File: config.mk
export PLATFORM = sky130hd
export DESIGN_NAME = rtp_header_ext_parser_unit_flat
export DESIGN_NICKNAME = d
export VERILOG_FILES = /design/src/rtl/rhep_pkg.sv /design/src/rtl/rhep_stream_if.sv /design/src/rtl/rhep_front.sv /design/src/rtl/rhep_queue.sv /design/src/rtl/rhep_back.sv /design/src/rtl/rtp_header_ext_parser_unit.sv /design/src/flat_wrapper.sv
export SDC_FILE = /design/constraint.sdc
export NUM_CORES = 1
export LEC_CHECK = 0
export BUFFER_PORTS_ARGS = -buffer_cell sky130_fd_sc_hd__buf_2
export CORE_MARGIN = 4
export CORE_UTILIZATION = 57
export CTS_BUF_LIST = sky130_fd_sc_hd__clkbuf_8
export CTS_CLUSTER_SIZE = 30
export DETAILED_ROUTE_END_ITERATION = 8
export GPL_ROUTABILITY_DRIVEN = 0
export PLACE_DENSITY_LB_ADDON = 0.2
export SLEW_MARGIN = 10
export SYNTH_ARGS = -nofsm -noshare
export SYNTH_HDL_FRONTEND = slang
export SYNTH_SLANG_ARGS = --single-unit
File: constraint.sdc
create_clock -name clk -period 5.5 [get_ports clk]
set_input_delay 1.1 -clock clk [delete_from_list [all_inputs] [get_ports clk]]
set_output_delay 1.1 -clock clk [all_outputs]
set_load 0.02 [all_outputs]
File: src/rtl/rhep_pkg.sv
// Package for the RTP header-extension parser: payload types, codes and constants.
// Used by every other file of the parser but the stream interface; depends on nothing.
`timescale 1ns / 1ps

package rhep_pkg;

	// Profile words that select the element form
	localparam logic [15:0] PROFILE_ONE      = 16'hBEDE;
	localparam logic [15:0] PROFILE_TWO      = 16'h1000;
	localparam logic [15:0] PROFILE_TWO_MASK = 16'hFFF0;

	// One-byte form id that stops parsing of the rest of the block
	localparam logic [3:0] STOP_ID = 4'hF;

	// Block offset counter saturates here
	localparam logic [16:0] OFFSET_MAX = 17'h1FFFF;

	// Default bound on block length in bytes
	localparam int MAX_BLOCK_BYTES_DEF = 65535;

	// Depth of the record queue between parser and output stage
	localparam int QDEPTH = 4;
	localparam int QPTR_W = $clog2(QDEPTH);

	// Input item: one byte of the extension block
	typedef struct packed {
		logic [7:0]  ext_byte;
		logic [15:0] profile;
		logic        end_of_block;
	} in_item_t;

	// Result item: one element record or one end-of-block status
	typedef struct packed {
		logic        record_type;
		logic [7:0]  ext_id;
		logic [7:0]  ext_len;
		logic [15:0] data_offset;
		logic        status;
		logic        run_last;
	} rec_t;

	// Record type codes
	localparam logic REC_ELEMENT = 1'b0;
	localparam logic REC_STATUS  = 1'b1;

	// Queue entry: all records caused by one input byte
	typedef struct packed {
		logic        elem_vld;
		logic [7:0]  elem_id;
		logic [7:0]  elem_len;
		logic [15:0] elem_off;
		logic        stat_vld;
		logic        stat_bad;
	} q_entry_t;

	// Parse phase, one-hot
	typedef enum logic [4:0] {
		PH_HDR  = 5'b00001,
		PH_LEN  = 5'b00010,
		PH_DATA = 5'b00100,
		PH_SKIP = 5'b01000,
		PH_BAD  = 5'b10000
	} phase_t;

	// Element form of the current block
	typedef enum logic [1:0] {
		MODE_NONE = 2'd0,
		MODE_ONE  = 2'd1,
		MODE_TWO  = 2'd2,
		MODE_IGN  = 2'd3
	} mode_t;

endpackage

File: src/rtl/rhep_stream_if.sv
// Valid/ready stream interface used for the byte and record channels.
// Payload type is a parameter; no other dependencies.
`timescale 1ns / 1ps

interface rhep_stream_if #(
	parameter type T = logic
) ();
	logic valid;
	logic ready;
	T     data;

	modport source (output valid, output data, input ready);
	modport sink (input valid, input data, output ready);
endinterface

File: src/rtl/rhep_front.sv
// Parser front: accepts block bytes, tracks the element state and
// classifies each byte into the records it causes. Uses rhep_pkg and rhep_stream_if.
`timescale 1ns / 1ps

module rhep_front import rhep_pkg::*; #(
	parameter int MAX_BLOCK_BYTES = MAX_BLOCK_BYTES_DEF
) (
	input  logic            clk,
	input  logic            arst_n,
	rhep_stream_if.sink     byte_ch,
	input  logic            q_full,
	output logic            q_push,
	output q_entry_t        q_entry
);

	phase_t      phase_q, ph_n;
	mode_t       mode_q, mode_n;
	logic [16:0] off_q, off_n, off_inc;
	logic [7:0]  id_q, id_n;
	logic [7:0]  len_q, len_n;
	logic [7:0]  rem_q, rem_n;
	logic [15:0] start_q, start_n;
	logic        acc;
	in_item_t    it;
	q_entry_t    ent;

	assign it          = byte_ch.data;
	assign byte_ch.ready = !q_full;
	assign acc         = byte_ch.valid && byte_ch.ready;
	assign off_inc     = off_q + 17'd1;

	// Advance the parse state by one byte
	always_comb begin
		ph_n    = phase_q;
		mode_n  = mode_q;
		id_n    = id_q;
		len_n   = len_q;
		rem_n   = rem_q;
		start_n = start_q;
		ent     = '0;

		// Classify the block on its first byte
		if (phase_q == PH_HDR && mode_q == MODE_NONE) begin
			if (it.profile == PROFILE_ONE) begin
				mode_n = MODE_ONE;
			end else if ((it.profile & PROFILE_TWO_MASK) == PROFILE_TWO) begin
				mode_n = MODE_TWO;
			end else begin
				mode_n = MODE_IGN;
				ph_n   = PH_SKIP;
			end
		end

		// Oversize block
		if ((mode_n inside {MODE_ONE, MODE_TWO}) && off_q >= 17'(MAX_BLOCK_BYTES)) begin
			ph_n = PH_BAD;
		end

		case (ph_n)
			PH_HDR: begin
				if (mode_n == MODE_ONE) begin
					if (it.ext_byte[7:4] == 4'd0) begin
						if (it.ext_byte[3:0] != 4'd0) begin
							ph_n = PH_BAD;
						end
					end else if (it.ext_byte[7:4] == STOP_ID) begin
						ph_n = PH_SKIP;
					end else begin
						id_n    = {4'd0, it.ext_byte[7:4]};
						len_n   = {4'd0, it.ext_byte[3:0]} + 8'd1;
						rem_n   = {4'd0, it.ext_byte[3:0]} + 8'd1;
						start_n = off_inc[15:0];
						ph_n    = PH_DATA;
					end
				end else if (mode_n == MODE_TWO) begin
					if (it.ext_byte != 8'd0) begin
						id_n = it.ext_byte;
						ph_n = PH_LEN;
					end
				end else begin
					ph_n = PH_SKIP;
				end
			end
			PH_LEN: begin
				len_n   = it.ext_byte;
				start_n = off_inc[15:0];
				if (it.ext_byte == 8'd0) begin
					ent.elem_vld = 1'b1;
					ent.elem_id  = id_q;
					ent.elem_len = 8'd0;
					ent.elem_off = off_inc[15:0];
					ph_n         = PH_HDR;
				end else begin
					rem_n = it.ext_byte;
					ph_n  = PH_DATA;
				end
			end
			PH_DATA: begin
				if (rem_q <= 8'd1) begin
					rem_n        = 8'd0;
					ent.elem_vld = 1'b1;
					ent.elem_id  = id_q;
					ent.elem_len = len_q;
					ent.elem_off = start_q;
					ph_n         = PH_HDR;
				end else begin
					rem_n = rem_q - 8'd1;
				end
			end
			PH_SKIP: begin
				ph_n = PH_SKIP;
			end
			default: begin
				ph_n = PH_BAD;
			end
		endcase

		off_n = (off_q < OFFSET_MAX) ? off_inc : off_q;

		// Close the block: status record and state clear
		if (it.end_of_block) begin
			ent.stat_vld = 1'b1;
			ent.stat_bad = (ph_n inside {PH_LEN, PH_DATA, PH_BAD});
			ph_n         = PH_HDR;
			mode_n       = MODE_NONE;
			off_n        = '0;
			id_n         = '0;
			len_n        = '0;
			rem_n        = '0;
			start_n      = '0;
		end
	end

	assign q_entry = ent;
	assign q_push  = acc && (ent.elem_vld || ent.stat_vld);

	// Hold state between bytes
	always_ff @(posedge clk or negedge arst_n) begin
		if (!arst_n) begin
			phase_q <= PH_HDR;
			mode_q  <= MODE_NONE;
			off_q   <= '0;
			id_q    <= '0;
			len_q   <= '0;
			rem_q   <= '0;
			start_q <= '0;
		end else if (acc) begin
			phase_q <= ph_n;
			mode_q  <= mode_n;
			off_q   <= off_n;
			id_q    <= id_n;
			len_q   <= len_n;
			rem_q   <= rem_n;
			start_q <= start_n;
		end
	end

	// A closing byte leaves the parser ready for a new block
	assert property (@(posedge clk) disable iff (!arst_n)
		acc && it.end_of_block |=> phase_q == PH_HDR && mode_q == MODE_NONE && off_q == '0)
		else $error("block state not cleared after end of block");

	// Phase stays one-hot
	assert property (@(posedge clk) disable iff (!arst_n) $onehot(phase_q))
		else $error("parse phase not one-hot");

endmodule

File: src/rtl/rhep_queue.sv
// Short queue of per-byte record entries between parser front and output stage.
// Uses rhep_pkg for the entry type and depth.
`timescale 1ns / 1ps

module rhep_queue import rhep_pkg::*; (
	input  logic     clk,
	input  logic     arst_n,
	input  logic     push,
	input  q_entry_t push_entry,
	output logic     full,
	input  logic     pop,
	output logic     not_empty,
	output q_entry_t head
);

	q_entry_t          mem_q [QDEPTH];
	logic [QPTR_W-1:0] wr_ptr_q, rd_ptr_q;
	logic [QPTR_W:0]   cnt_q;

	assign full      = cnt_q == (QPTR_W+1)'(QDEPTH);
	assign not_empty = cnt_q != '0;
	assign head      = mem_q[rd_ptr_q];

	// Store pushed entries
	always_ff @(posedge clk) begin
		if (push) begin
			mem_q[wr_ptr_q] <= push_entry;
		end
	end

	// Advance pointers and count
	always_ff @(posedge clk or negedge arst_n) begin
		if (!arst_n) begin
			wr_ptr_q <= '0;
			rd_ptr_q <= '0;
			cnt_q    <= '0;
		end else begin
			if (push) begin
				wr_ptr_q <= wr_ptr_q + 1'b1;
			end
			if (pop) begin
				rd_ptr_q <= rd_ptr_q + 1'b1;
			end
			if (push && !pop) begin
				cnt_q <= cnt_q + 1'b1;
			end else if (pop && !push) begin
				cnt_q <= cnt_q - 1'b1;
			end
		end
	end

	// Never pop an empty queue
	assert property (@(posedge clk) disable iff (!arst_n) pop |-> cnt_q != '0)
		else $error("pop from empty queue");

	// Never push into a full queue
	assert property (@(posedge clk) disable iff (!arst_n) push |-> !full)
		else $error("push into full queue");

endmodule

File: src/rtl/rhep_back.sv
// Output stage: unpacks queue entries into single records on the output channel,
// one record a cycle while the record channel is ready. Uses rhep_pkg and rhep_stream_if.
`timescale 1ns / 1ps

module rhep_back import rhep_pkg::*; (
	input  logic           clk,
	input  logic           arst_n,
	input  logic           q_not_empty,
	input  q_entry_t       q_head,
	output logic           q_pop,
	rhep_stream_if.source  rec_ch
);

	logic load_en;
	logic out_vld_q;
	rec_t out_rec_q;
	logic pend_q;
	logic pend_bad_q;
	rec_t elem_rec, stat_rec, pend_rec;

	assign load_en = !out_vld_q || rec_ch.ready;
	assign q_pop   = load_en && !pend_q && q_not_empty;

	// Build candidate records
	always_comb begin
		elem_rec             = '0;
		elem_rec.record_type = REC_ELEMENT;
		elem_rec.ext_id      = q_head.elem_id;
		elem_rec.ext_len     = q_head.elem_len;
		elem_rec.data_offset = q_head.elem_off;
		elem_rec.run_last    = !q_head.stat_vld;

		stat_rec             = '0;
		stat_rec.record_type = REC_STATUS;
		stat_rec.status      = q_head.stat_bad;
		stat_rec.run_last    = 1'b1;

		pend_rec             = '0;
		pend_rec.record_type = REC_STATUS;
		pend_rec.status      = pend_bad_q;
		pend_rec.run_last    = 1'b1;
	end

	// Load the output register; hold a trailing status behind an element
	always_ff @(posedge clk or negedge arst_n) begin
		if (!arst_n) begin
			out_vld_q  <= 1'b0;
			pend_q     <= 1'b0;
			pend_bad_q <= 1'b0;
		end else if (load_en) begin
			if (pend_q) begin
				out_vld_q <= 1'b1;
				pend_q    <= 1'b0;
			end else if (q_not_empty) begin
				out_vld_q <= 1'b1;
				if (q_head.elem_vld) begin
					pend_q     <= q_head.stat_vld;
					pend_bad_q <= q_head.stat_bad;
				end
			end else begin
				out_vld_q <= 1'b0;
			end
		end
	end

	// Output payload
	always_ff @(posedge clk) begin
		if (load_en) begin
			if (pend_q) begin
				out_rec_q <= pend_rec;
			end else if (q_head.elem_vld) begin
				out_rec_q <= elem_rec;
			end else begin
				out_rec_q <= stat_rec;
			end
		end
	end

	assign rec_ch.valid = out_vld_q;
	assign rec_ch.data  = out_rec_q;

	// A held status only follows an element still in the output register
	assert property (@(posedge clk) disable iff (!arst_n)
		pend_q |-> out_vld_q && out_rec_q.record_type == REC_ELEMENT && !out_rec_q.run_last)
		else $error("pending status without element ahead");

	// Status records always close their run
	assert property (@(posedge clk) disable iff (!arst_n)
		out_vld_q && out_rec_q.record_type == REC_STATUS |-> out_rec_q.run_last)
		else $error("status record without run_last");

endmodule

File: src/rtl/rtp_header_ext_parser_unit.sv
// RTP header-extension parser (one-byte and two-byte element forms).
// Throughput: one byte per cycle while the queue is not full; a byte that closes an
// element and the block together yields two records, which leave one after the other.
// Each record passes through the queue and then the output register; a second record
// of the same byte is held back and follows the first.
// Reset: arst_n clears parse state, queue and output register at once; no sweep.
`timescale 1ns / 1ps

module rtp_header_ext_parser_unit import rhep_pkg::*; #(
	parameter int MAX_BLOCK_BYTES = MAX_BLOCK_BYTES_DEF
) (
	input  logic           clk,
	input  logic           arst_n,
	rhep_stream_if.sink    ext_bytes,
	rhep_stream_if.source  records
);

	q_entry_t push_entry, head;
	logic     push, full, pop, not_empty;

	// Parse bytes into per-byte record entries
	rhep_front #(
		.MAX_BLOCK_BYTES(MAX_BLOCK_BYTES)
	) u_front (
		.clk     (clk),
		.arst_n  (arst_n),
		.byte_ch (ext_bytes),
		.q_full  (full),
		.q_push  (push),
		.q_entry (push_entry)
	);

	// Decouple parsing from output stalls
	rhep_queue u_queue (
		.clk        (clk),
		.arst_n     (arst_n),
		.push       (push),
		.push_entry (push_entry),
		.full       (full),
		.pop        (pop),
		.not_empty  (not_empty),
		.head       (head)
	);

	// Emit records one per cycle while the record channel is ready
	rhep_back u_back (
		.clk         (clk),
		.arst_n      (arst_n),
		.q_not_empty (not_empty),
		.q_head      (head),
		.q_pop       (pop),
		.rec_ch      (records)
	);

endmodule

File: src/flat_wrapper.sv
// flat-port wrapper written by rule: the top's interface ports become plain ports
module rtp_header_ext_parser_unit_flat import rhep_pkg::*;
#(
	parameter int MAX_BLOCK_BYTES = MAX_BLOCK_BYTES_DEF
)
  (clk, arst_n, ext_bytes_valid, ext_bytes_data, ext_bytes_ready, records_valid, records_data, records_ready);
  rhep_stream_if #(.T(in_item_t)) ext_bytes_i ();
  rhep_stream_if #(.T(rec_t)) records_i ();
  input  logic clk;
  input  logic arst_n;
  input wire logic [$bits(ext_bytes_i.valid)-1:0] ext_bytes_valid;
  input wire logic [$bits(ext_bytes_i.data)-1:0] ext_bytes_data;
  output wire logic [$bits(ext_bytes_i.ready)-1:0] ext_bytes_ready;
  output wire logic [$bits(records_i.valid)-1:0] records_valid;
  output wire logic [$bits(records_i.data)-1:0] records_data;
  input wire logic [$bits(records_i.ready)-1:0] records_ready;
  assign ext_bytes_i.valid = ext_bytes_valid;
  assign ext_bytes_i.data = ext_bytes_data;
  assign ext_bytes_ready = ext_bytes_i.ready;
  assign records_valid = records_i.valid;
  assign records_data = records_i.data;
  assign records_i.ready = records_ready;
  rtp_header_ext_parser_unit #(.MAX_BLOCK_BYTES(MAX_BLOCK_BYTES)) u_core (.clk(clk), .arst_n(arst_n), .ext_bytes(ext_bytes_i), .records(records_i));
endmodule
# Word-level counts from Yosys, hierarchy flattened
# Memories as Yosys holds them, arrays and structs flattened.
# Cells that the tools add are included.
# W data, S select, Z words.
[word_totals] regBits=109 ramBits=140 inputBits=29 word_cells=145 memories=1
[classes] addsub=7 order_cmp=3 eq_ne=20 n_mux=56 n_bitwise=2 n_reduce_logical=37
[memory_table] memory="u_core.u_queue.mem_q" words=4 width=35 read_ports=1 rd_ports_with_merged_regs=0 write_ports=1 line="rhep_queue.sv:16" text="q_entry_t mem_q [QDEPTH];"
[ops] operator="$mux W8" n=14
[ops] operator="$mux W33" n=2
[ops] operator="$pmux W33 S2" n=1
[ops] operator="$mux W16" n=4
[ops] operator="$mux W5" n=11
[ops] operator="$mux W35" n=1
[ops] operator="$mux W17" n=2
[ops] operator="$pmux W16 S2" n=1
[ops] operator="$pmux W8 S3" n=1
[ops] operator="$pmux W5 S4" n=1
[ops] operator="$ne A3 B3 Y1 const B" n=6
[ops] operator="$add A17 B1 Y17 const B" n=1
[ops] operator="$ge A17 B16 Y1 const B" n=1
[ops] operator="$lt A17 B17 Y1 const B" n=1
[ops] operator="$eq A16 B16 Y1 const B" n=1
[ops] operator="$pmux W8 S2" n=1
[ops] operator="$reduce_bool A3 Y1" n=5
[ops] operator="$eq A12 B9 Y1 const B" n=1
[ops] operator="$reduce_and A6 Y1" n=2
[ops] operator="$eq A5 B1 Y1 const B" n=2
[ops] operator="$eq A5 B2 Y1 const B" n=2
[ops] operator="$eq A5 B3 Y1 const B" n=2
[ops] operator="$mux W2" n=5
[ops] operator="$mux W3" n=3
[ops] operator="other kinds (28)" n=54

# Depth between registers and ports, before layout
# Gate-level depths: netlist of the first run.
[depth] word_depth=21 mapped_depth=16 depth_no_buf=15

# Cells and area by module
# A second synthesis of the first run with hierarchy kept.
[unflattened] hier_cells=786 hier_area_um2=11240.8
[modules_own_cells] module="rhep_queue" instances=1 cells_each=217 area_per_inst_um2=5501.5
[modules_own_cells] module="rhep_front" instances=1 cells_each=484 area_per_inst_um2=4305.4
[modules_own_cells] module="rhep_back" instances=1 cells_each=85 area_per_inst_um2=1433.9

# Worst setup path after synthesis of the first run
# Ideal clock, no wire load.
[synth_timing] kind="input to register" from="input port ext_bytes_data[6]" to="memory u_core.u_queue.mem_q[0][0] (netlist name), enable pin" t_arrival_ps=4081 required_ps=5104 path_slack_ps=1023 path_stages=10 path_cell_list="or4b_4 nor4_4 nor2_1 or2_2 inv_1 ha_1 o21ai_2 o21ai_0 o21a_1 and2_1"
[synth_between] elab_chain_len=14 elab_cells_between_ends=20 cone_classes="eq/ne (6); mux (10); reduce/logical (4)"
[synth_lines] item="start, declared" line="flat_wrapper.sv:12" text="input wire logic [$bits(ext_bytes_i.data)-1:0] ext_bytes_data;"
[synth_lines] item="$eq A12 B9 Y1" line="rhep_front.sv:46" text="end else if ((it.profile & PROFILE_TWO_MASK) == PROFILE_TWO) begin"
[synth_lines] item="$mux W1" line="rhep_front.sv:46"
[synth_lines] item="$mux W2" line="rhep_front.sv:44" text="if (it.profile == PROFILE_ONE) begin"
[synth_lines] item="$mux W2" line="rhep_front.sv:43" text="if (phase_q == PH_HDR && mode_q == MODE_NONE) begin"
[synth_lines] item="$eq A2 B1 Y1 or $eq A2 B2 Y1 (tied branches)" line="rhep_front.sv:55" text="if ((mode_n inside {MODE_ONE, MODE_TWO}) && off_q >= 17'(MAX_BLOCK_BYTES)) begin"
[synth_lines] item="$reduce_bool A2 Y1" line="rhep_front.sv:55"
[synth_lines] item="$logic_and A1 B1 Y1" line="rhep_front.sv:55"
[synth_lines] item="$mux W5 (*)" line="rhep_front.sv:55"
[synth_lines] item="$eq A5 B3 Y1 or $eq A5 B2 Y1 (tied branches)" line="rhep_front.sv:59" text="case (ph_n)"
[synth_lines] item="$pmux W33 S2 (*)" line="rhep_front.sv:59"
[synth_lines] item="$logic_or A1 B1 Y1 (*)" line="rhep_front.sv:135" text="assign q_push = acc && (ent.elem_vld || ent.stat_vld);"
[synth_lines] item="$logic_and A1 B1 Y1 (*)" line="rhep_front.sv:135"
[synth_lines] item="named net u_core.push" line="rtp_header_ext_parser_unit.sv:19" text="logic push, full, pop, not_empty;"
[synth_lines] item="$mux W1 (*)" line="rhep_queue.sv:26" text="if (push) begin"
[synth_lines] item="$mux W1 (not written as such) (*)" line="rhep_queue.sv:27" text="mem_q[wr_ptr_q] <= push_entry;"
[synth_lines] item="end, declared" line="rhep_queue.sv:16"
# Mark *: on every way through the listed nets, which the timed path passes. The rest lies on a longest branch.

# Worst setup path after layout of the first run
[layout_timing] from="input port ext_bytes_data[6]" to="register u_core.u_queue.cnt_q[1]"
[layout_between] elab_chain_len=15 elab_cells_between_ends=23 cone_classes="eq/ne (6); mux (9); reduce/logical (8)"
[layout_lines] item="$eq A12 B9 Y1" line="rhep_front.sv:46"
[layout_lines] item="$mux W1" line="rhep_front.sv:46"
[layout_lines] item="$mux W2" line="rhep_front.sv:44"
[layout_lines] item="$mux W2" line="rhep_front.sv:43"
[layout_lines] item="$eq A2 B1 Y1 or $eq A2 B2 Y1 (tied branches)" line="rhep_front.sv:55"
[layout_lines] item="$reduce_bool A2 Y1" line="rhep_front.sv:55"
[layout_lines] item="$logic_and A1 B1 Y1" line="rhep_front.sv:55"
[layout_lines] item="$mux W5 (*)" line="rhep_front.sv:55"
[layout_lines] item="$eq A5 B3 Y1 or $eq A5 B2 Y1 (tied branches)" line="rhep_front.sv:59"
[layout_lines] item="$pmux W33 S2 (*)" line="rhep_front.sv:59"
[layout_lines] item="$logic_or A1 B1 Y1 (*)" line="rhep_front.sv:135"
[layout_lines] item="$logic_and A1 B1 Y1 (*)" line="rhep_front.sv:135"
[layout_lines] item="named net u_core.push" line="rtp_header_ext_parser_unit.sv:19"
[layout_lines] item="$logic_not A1 Y1" line="rhep_queue.sv:46" text="end else if (pop && !push) begin"
[layout_lines] item="$logic_and A1 B1 Y1" line="rhep_queue.sv:46"
[layout_lines] item="$reduce_bool A2 Y1 (no line)"
[layout_lines] item="end signal, assigned" line="rhep_queue.sv:45" text="cnt_q <= cnt_q + 1'b1;"
[layout_lines] item="end signal, assigned" line="rhep_queue.sv:47" text="cnt_q <= cnt_q - 1'b1;"
[layout_lines] item="end, declared" line="rhep_queue.sv:18" text="logic [QPTR_W:0] cnt_q;"
# Marks and branches as above.
# A chain may end at the register's enable or synchronous reset.

==> results.ini, run 1 <==
[synth]
ys_ff_latch=249
netlist_top_cells_count=175 x edfxtp_1, 73 x dfrtp_1, 55 x nor2_1
synth_nets=811
ys_types=75
synth_flop_cell=edfxtp_1
avgSynthCellArea_sq_um=14.5
synth_warnings=0
synth-edff-count=175
synth_area_leaders=edfxtp_1 47%, dfrtp_1 16%, mux4_2 7.1%
synth-seq-area-share_pct=64.1
synth-async-reset-ratio_pct=29.7
synth_most_common_cell=edfxtp_1
synth_top_area_share_pct=47.4
synth_area_sq_um=11100
yosysTopAreaCell=edfxtp_1
synth_cells=767

[drt]
vias=6601
first_pass_iters=5
routed_via_density=5.79
drc=0
ant_nets=0
wirelength_mm=21.4
drt_iter0_markers=464
wire_per_inst_microns=18.8

[floorplanning]
die_h_microns=147
dieArea_sq_um=21700
initial_core_util_pct=58.7
core_area_sq_um=18900
die_w_microns=147
num_rows=50
io_pins=66

[grt]
grt_pass1_vias=6737
antenna_found_initial=0
track_usage_pct=20.1
globalRouteOverflowTotal=0
grt_start_max_net_pins=75
grt_pass1_wl_mm=35.1

[power]
power.switching_mw=1.84
netSwitchingFraction_pct=31.7
seqPwrFrac_pct=44.1
p_leak_nw=4.73
p_int_mw=3.96
p_comb_share_pct=30.3
p_clk_share_pct=25.6
p_per_area_nw_per_um2=467
finalPower_mw=5.80
irDropWorstVdd_uv=258

[timing]
finalClockSkew_ns=0.0218
maxSlewHeadroom_pct=34.9
period_needed_ns=4.35
rsz0062_at_grt=false
worst_slack_ns=1.15
hold_viol=0
max_slew.worst_pin.slew_ns=0.976
setup_viol=0
fin_crit_sh_pct=79.1
tns_ns=0
timing.fmax_mhz=230
maxSlewViolCount=0

[critical_path]
cp_num_buf_inv=3
crit_family=simple AND/OR/NAND/NOR gates
crit_path_end_kind=flip-flop
crit_chain=buf_2, or4b_4, nor4_4, nor2_1, or2_2, inv_1, ha_1, o21ai_2, o21ai_0, o21a_1, ha_1, inv_1, fa_1, mux2_2
arrival_ns=4.75
critical_path.max_fanout=9
crit_type=input pin to flip-flop
crit_path_top_delay_cell=or4b_4
critPathMaxStageDelay_ns=0.55
required_ns=5.90
start_kind=input pin

[place]
placed_cells=1070
dpl.hpwl_mm=13.9
place_ws_ns=0.632
port_buffers=65

[min_path]
hold_class=flip-flop to flip-flop

[final_layout]
fin_cells=1140
nets=896
antenna-diode-count=0
drive_gt1_share_pct=25.1
syn_to_final_growth_pct=12.1

[clock_network]
clk_latency_ns=0.52
cts-resized-gates=0
cts_tree=done
clk_path_buf_depth=3
clock-sinks=249
htreeDepth=2
cts_root_buf=clkbuf_8
numCtsBuffers=40
clk_pin_slew_ns=0.05
cts_hold_buf=0
cts_setup_buffers=0

[status]
status=complete, no violations

[run]
cap_viol_max_count=0

flip-flops by register name, indices dropped and copies added, names as in the netlist:
name and cells:
u_core.u_queue.mem_q 140, u_core.u_back.rec_ch.data 35, u_core.u_front.off_q 17, u_core.u_front.start_q 16, u_core.u_front.id_q 8, u_core.u_front.len_q 8, u_core.u_front.rem_q 8, u_core.u_front.phase_q 5
u_core.u_queue.cnt_q 3, u_core.u_front.mode_q 2, u_core.u_queue.rd_ptr_q 2, u_core.u_queue.wr_ptr_q 2, u_core.u_back.pend_bad_q 1, u_core.u_back.pend_q 1, u_core.u_back.rec_ch.valid 1
metal layers:
layer  GRT usage, %  vias to the layer above  share of wire (%)
met2           32.4                      191                 49
met4           5.68                        0                1.6
met5              0                        -                  0
met3           3.59                       27                5.4
li1               -                     3057                  -
met1           28.8                     3326                 44
area by class of cell:
cell class              count  area [sq um]
multi-input cells         457          3720
repair buffers             79           433
fillers                  1361          6470
inverters                  25          93.8
clock inverters            28           166
well taps                 260           325
flip-flops and latches    249          7110
clock buffers              42           578
through the flow:
step / hold slack [ns] / instance area [sq um] / utilization [%]
finish: 0.484 / 12400 / 65.8
global route: 0.494 / 12400 / 65.8
CTS: 0.485 / 12400 / 65.7
detailed placement: 0.473 / 11700 / 61.8
global placement: 0.478 / 11700 / 61.8
floorplan: 0.455 / 11100 / -
final timing paths:
kind	endpoint	from	cells past startpoint	slack, ns
max	u_core.u_queue.cnt_q[1]	ext_bytes_data[6]	14	1.15
min	u_core.u_queue.cnt_q[2]	u_core.u_queue.cnt_q[2]	1	0.48
max reg2reg	u_core.u_queue.cnt_q[2]	u_core.u_front.phase_q[0]	15	1.29
min reg2reg	u_core.u_queue.cnt_q[2]	u_core.u_queue.cnt_q[2]	1	0.48
max in group asynchronous	u_core.u_queue.rd_ptr_q[0]	arst_n	1	4.06
min in group asynchronous	u_core.u_front.off_q[3]	arst_n	1	0.73
power groups by stage:
| stage | clock (mW) | combinational [mW] | sequential, mW |
|---|---|---|---|
| 5_1_grt | 1.63 | 1.92 | 2.59 |
| 6_report | 1.48 | 1.76 | 2.56 |
| 2_1_floorplan | 0 | 1.21 | 2.69 |
| 3_5_place_dp | 0 | 1.77 | 2.60 |
| 3_3_place_gp | 0 | 1.73 | 2.58 |
| 4_1_cts | 1.53 | 1.78 | 2.56 |
cell families (layout without fill, tap and decap cells):
group	after synthesis	count (layout)	synth area share [%]
flops	249	249	64.1
simple gates	228	228	11.0
compound gates	116	116	7.16
mux	78	78	12.0
buf+inv	61	174	2.40
xor+xnor	20	20	1.58
fa+ha+maj	15	15	1.76
cell usage in the layout, fill, tap and decap left out, drive strengths merged, types with 4 or more instances in the layout:
| cell | count |
|---|---|
| a21o | 4 |
| a21oi | 15 |
| and2 | 19 |
| and3 | 6 |
| buf | 79 |
| clkbuf | 42 |
| clkinv | 20 |
| dfrtp | 73 |
| edfxtp | 175 |
| ha | 14 |
| inv | 31 |
| mux2 | 34 |
| mux2i | 9 |
| mux4 | 35 |
| nand2 | 47 |
| nand2b | 5 |
| nand3 | 14 |
| nand4 | 4 |
| nand4b | 4 |
| nor2 | 56 |
| nor2b | 37 |
| nor3 | 11 |
| nor3b | 4 |
| nor4 | 5 |
| o21ai | 45 |
| o311ai | 4 |
| o31ai | 12 |
| or3 | 6 |
| xnor2 | 8 |
| xor2 | 12 |
Power figures use the tool's default switching activity.
==> run 2, diff against run 1 <==
--- a/config.mk
+++ b/config.mk
@@ -5,6 +5,7 @@
 export SDC_FILE = /design/constraint.sdc
 export NUM_CORES = 1
 export LEC_CHECK = 0
+export ABC_AREA = 1
 export BUFFER_PORTS_ARGS = -buffer_cell sky130_fd_sc_hd__buf_2
 export CORE_MARGIN = 4
 export CORE_UTILIZATION = 57
==> constraint.sdc (replaced) <==
create_clock -name clk -period 3.6 [get_ports clk]
set_input_delay 0.72 -clock clk [delete_from_list [all_inputs] [get_ports clk]]
set_output_delay 0.72 -clock clk [all_outputs]
set_load 0.02 [all_outputs]
==> run 2 against run 1 <==
Sequential share of layout area shrank 1.8 points. Non-clock buffer count grew 9. Register-to-register slack lost 1.0 ns. Synthesized area grew 1.7%. Critical path type is now flip-flop to flip-flop. Largest power group unchanged. Flip-flop and latch count is the same. Core utilization grew 0.18 points.
==> results.ini, run 2 <==
[grt]
grt_pass1_vias=7645
met1_usage_pct=28.9
grtUsageMet3_pct=3.84
grt_pass1_wl_mm=38.2
met2_usage_pct=35.4
grt_start_max_net_pins=75
grt_busiest_layer=met2
antenna_found_initial=0
globalRouteOverflowTotal=0
track_usage_pct=21.5

[drt]
drc=0
ant_nets=0
wire_per_inst_microns=15.3
routed_via_density=5.32
vias=8036
first_pass_iters=5
wirelength_mm=23.2
drt_iter0_markers=544

[synth]
synth_warnings=0
yosysTopAreaCell=edfxtp_1
synth-seq-area-share_pct=63.0
synth_cells=1126
synth-async-reset-ratio_pct=29.7
synth-edff-count=175
synth_flop_cell=edfxtp_1
ys_ff_latch=249
synth_area_leaders=edfxtp_1 47%, dfrtp_1 16%, nor2_1 7.8%
netlist_top_cells_count=233 x nor2_1, 182 x nand2_1, 175 x edfxtp_1
synth_area_sq_um=11300
ys_types=41
synth_nets=1170
synth_top_area_share_pct=46.6
avgSynthCellArea_sq_um=10.0
synth_most_common_cell=nor2_1

[clock_network]
cts_root_buf=clkbuf_8
numCtsBuffers=40
clock-sinks=249
htreeDepth=2
clk_pin_slew_ns=0.06
cts_tree=done
clk_path_buf_depth=3
clk_latency_ns=0.55
cts_hold_buf=0

[critical_path]
worstRegToRegCells=23
crit_path_end_kind=flip-flop
required_ns=4.02
cp-startpoint=u_core.u_front.off_q[0]
arrival_ns=3.72
critical_path.max_fanout=9
reg2reg_from=u_core.u_front.off_q[0]
start_kind=flip-flop
crit_type=flip-flop to flip-flop

[timing]
period_needed_ns=3.31
timing.fmax_mhz=302
rsz0062_at_grt=false
max_slew.worst_pin.slew_ns=0.973
worst_slack_ns=0.291
setup_viol=0
maxSlewViolCount=0
fin_crit_sh_pct=91.9
maxSlewHeadroom_pct=35.1
hold_viol=0
finalClockSkew_ns=0.0273

[final_layout]
syn_to_final_growth_pct=13.8
nFillCells=1505
regMostFlops=u_core.u_queue.mem_q
drive_gt1_share_pct=15.7
largest_register_ff_count=140
nets=1258
postLayoutCellArea_sq_um=12800
final_cell_mix=227 x nor2_1, 182 x nand2_1, 175 x edfxtp_1, 113 x o21ai_0, 106 x inv_1
final_common_cell=nor2_1
antenna-diode-count=0

[status]
status=complete, no violations

[floorplanning]
dieArea_sq_um=22100
initial_core_util_pct=57.9
io_pins=66
die_h_microns=149
die_w_microns=149
num_rows=51
core_area_sq_um=19500

[place]
place_ws_ns=0.0177
dpl-instance-area_sq_um=12000
dpl.hpwl_mm=14.6
port_buffers=65

[power]
p_leak_nw=5.22
irDropWorstVdd_uv=567
p_per_area_nw_per_um2=753

[min_path]
hold_class=input pin to async pin

[run]
cap_viol_max_count=0

run 2: critical path, stage by stage (launching register included):
cell	delay, ns
dfrtp_1	0.39
ha_2	0.23
nand3_2	0.11
nor2_2	0.13
nand3_2	0.11
nor2_2	0.11
inv_1	0.06
nor3_1	0.14
ha_1	0.17
nor2_1	0.05
o21ai_2	0.08
nand2_4	0.11
nand2_1	0.14
nor2_4	0.05
nand3_2	0.08
nand2_2	0.06
inv_2	0.07
nand2_4	0.06
nand2_4	0.05
inv_1	0.05
ha_1	0.16
inv_1	0.09
fa_1	0.41
mux2_2	0.26
run 2: layout make-up:
cell class	count	area, sq um	area share [%]
Multi-Input combinational cell	738	3670	28.6
Timing Repair Buffer	88	551	4.29
Clock inverter	29	190	1.48
Tap cell	265	332	2.58
Inverter	97	364	2.84
Clock buffer	45	619	4.83
Sequential cell	249	7110	55.4
run 2: routing by layer:
metal  share of wire [%]  vias up
met5                   0        -
met4                 2.0        0
met3                 6.7       50
met2                  48      256
met1                  44     3758
li1                    -     3972
run 2: final timing paths:
kind / to / slack [ns]
max in group asynchronous: u_core.u_queue.rd_ptr_q[0] / 2.59
worst max-delay path: u_core.u_queue.cnt_q[1] / 0.29
min in group clk: u_core.u_front.id_q[1] / 0.48
worst min-delay path: u_core.u_queue.cnt_q[2] / 0.34
worst max register to register: u_core.u_queue.cnt_q[1] / 0.29
worst min register to register: u_core.u_front.id_q[1] / 0.48
run 2: cells by family (layout without fill, tap and decap cells):
| kind of cell | count (synthesis) | count (layout) | synth area share, % |
|---|---|---|---|
| AO/OA/AOI/OAI | 209 | 209 | 10.1 |
| XOR/XNOR | 20 | 20 | 1.55 |
| adder cells (fa/ha/maj) | 15 | 15 | 1.73 |
| buffers and inverters | 139 | 259 | 4.90 |
| flip-flops | 249 | 249 | 63.0 |
| multiplexers | 1 | 1 | 0.0998 |
| AND/OR/NAND/NOR | 493 | 493 | 18.6 |
run 2: what timing repair did:
| action | 4_1_cts | 5_1_grt |
|---|---|---|
| gates resized for setup | 0 | 5 |
| setup endpoints to repair | 0 | 2 |
| setup buffers | 0 | 0 |
| endpoints found under the hold margin | 0 | 0 |
run 2: per-stage QoR:
stage	utilization (%)	power (mW)	setup TNS [ns]	std cells	hold WS, ns
after floorplan	-	6.39	-33.14	1126	0.424
after global placement	61.7	7.27	0	1437	0.468
after detailed placement	61.7	7.33	0	1437	0.474
after CTS	65.9	9.74	0	1511	0.355
after global routing	65.9	10.3	0	1511	0.391
final	65.9	9.67	0	1511	0.337
run 2: where the power goes:
part	leakage, nW	switching [mW]	internal [mW]
registers	2.64	0.239	3.72
logic	2.13	2.29	1.03
clock network	0.461	1.09	1.31
total	5.22	3.61	6.06
==> run 3, diff against run 2 <==
--- a/config.mk
+++ b/config.mk
@@ -5,7 +5,7 @@
 export SDC_FILE = /design/constraint.sdc
 export NUM_CORES = 1
 export LEC_CHECK = 0
-export ABC_AREA = 1
+export ABC_AREA = 0
 export BUFFER_PORTS_ARGS = -buffer_cell sky130_fd_sc_hd__buf_2
 export CORE_MARGIN = 4
 export CORE_UTILIZATION = 57
==> run 3 against run 2 <==
Hold slack lost 0.0026 ns. Fmax is 6.6% lower. Sequential power down 1%. Worst setup slack lost 0.23 ns. Clock power is 10% lower. Combinational power fell by 9.9%. Critical endpoint unchanged. Highest routed layer unchanged.
==> results.ini, run 3 (same netlist as run 1, synthesis figures left out) <==
[timing]
hold_viol=0
maxSlewHeadroom_pct=34.3
maxSlewViolCount=0
period_needed_ns=3.54
max_slew.worst_pin.slew_ns=0.986
setup_viol=0
tns_ns=0
rsz0062_at_grt=true
timing.fmax_mhz=282
finalClockSkew_ns=0.0203
fin_crit_sh_pct=98.4

[clock_network]
clk_pin_slew_ns=0.06
clock-sinks=249
clk_latency_ns=0.53
cts_tree=done
clk_path_buf_depth=3
htreeDepth=2
cts_root_buf=clkbuf_8
cts_hold_buf=0
numCtsBuffers=40

[power]
irDropWorstVdd_uv=428
p_leak_nw=4.94
finalPower_mw=9.05
p_per_area_nw_per_um2=711

[final_layout]
nFillCells=1379
final_cell_mix=175 x edfxtp_1, 72 x dfrtp_1, 64 x buf_2, 54 x nor2_1, 46 x nand2_1
largest_register_ff_count=140
regMostFlops=u_core.u_queue.mem_q
drive_gt1_share_pct=28.4
nets=926
syn_to_final_growth_pct=14.9
final_common_cell=edfxtp_1
fin_cells=1174
postLayoutCellArea_sq_um=12700
antenna-diode-count=0

[critical_path]
start_kind=flip-flop
required_ns=4.01
arrival_ns=3.96
crit_type=flip-flop to flip-flop
worstRegToRegCells=13
crit_path_end_kind=flip-flop
critical_path.max_fanout=4

[place]
dpl.hpwl_mm=14.7
port_buffers=65
dpl-instance-area_sq_um=12000
placed_cells=1096

[drt]
drt_iter0_markers=438
first_pass_iters=6
routed_via_density=5.83
wirelength_mm=22.8
ant_nets=0
drc=0
wire_per_inst_microns=19.4
vias=6839

[min_path]
hold_class=input pin to async pin

[run]
cap_viol_max_count=0

[floorplanning]
initial_core_util_pct=58.7
dieArea_sq_um=21700
io_pins=66
core_area_sq_um=18900
num_rows=50
die_h_microns=147
die_w_microns=147

[status]
status=complete, no violations

[grt]
globalRouteOverflowTotal=0
grt_pass1_vias=7025
antenna_found_initial=0
track_usage_pct=21.4
grt_pass1_wl_mm=37.1
grt_start_max_net_pins=75

==> run 3: cell count changes in the layout (fill, tap and decap cells not counted), moves of 29 or more <==
| cell | change |
|---|---|
| o21ai_0 | -72 |
| inv_1 | -63 |
| mux4_2 | +35 |
| nand2_1 | -136 |
| nor2b_1 | +36 |
| o22ai_1 | -29 |
| nor2_1 | -173 |
==> run 3: routing by layer <==
layer  track usage [%]  vias up  routed length [microns]
met5                 0        -                        0
met4              6.15        0                      485
met3              4.57       49                     1540
met2              34.8      250                    10900
met1              29.7     3415                     9810
li1                  -     3125                        -
==> run 3: per-stage QoR <==
step                util, %  hold slack, ns  setup slack [ns]
global placement       63.4           0.472           -0.0438
finish                 67.4           0.335            0.0567
detailed placement     63.4           0.481            -0.149
floorplan                 -           0.424            -0.179
CTS                    67.1           0.376          0.000466
global route           67.4           0.405           -0.0735
==> run 3: path summary, 6_finish.rpt <==
kind,from,end,slack [ns]
worst max-delay path,u_core.u_front.phase_q[1],u_core.u_queue.cnt_q[1],0.06
worst min-delay path,arst_n,u_core.u_front.off_q[3],0.33
worst max register to register,u_core.u_front.phase_q[1],u_core.u_queue.cnt_q[1],0.06
worst min register to register,u_core.u_queue.cnt_q[2],u_core.u_queue.cnt_q[2],0.48
max in group asynchronous,arst_n,u_core.u_queue.rd_ptr_q[0],2.54
min in group clk,u_core.u_queue.cnt_q[2],u_core.u_queue.cnt_q[2],0.48
==> run 3: power by group <==
part | internal (mW) | total [mW] | leakage (nW) | switching [mW]
registers | 3.69 | 3.92 | 2.65 | 0.235
logic | 1.34 | 2.99 | 1.86 | 1.64
clock network | 1.08 | 2.14 | 0.438 | 1.05
total | 6.11 | 9.05 | 4.94 | 2.94
==> run 3: cell type report <==
cell class	count	area, sq um	area share (%)
Clock buffer	42	578	4.54
Clock inverter	32	136	1.07
Inverter	25	93.8	0.737
Multi-Input combinational cell	457	3750	29.5
Sequential cell	249	7110	55.8
Tap cell	260	325	2.56
Timing Repair Buffer	109	733	5.76
==> run 3: critical path, cell delays in order (launching register included) <==
cell and delay [ns]:
dfrtp_1 0.41, or3_4 0.39, or4b_4 0.57, nor2_4 0.16, or2_4 0.14, inv_2 0.04
ha_4 0.23, o211ai_1 0.21, o21ai_1 0.13, o21a_1 0.22, ha_2 0.20, inv_2 0.05
fa_2 0.41, mux2_2 0.27
==> run 3: repair_timing <==
action | CTS | global route
gates resized for setup | 0 | 6
setup buffers | 0 | 4
endpoints found under the setup margin | 0 | 37
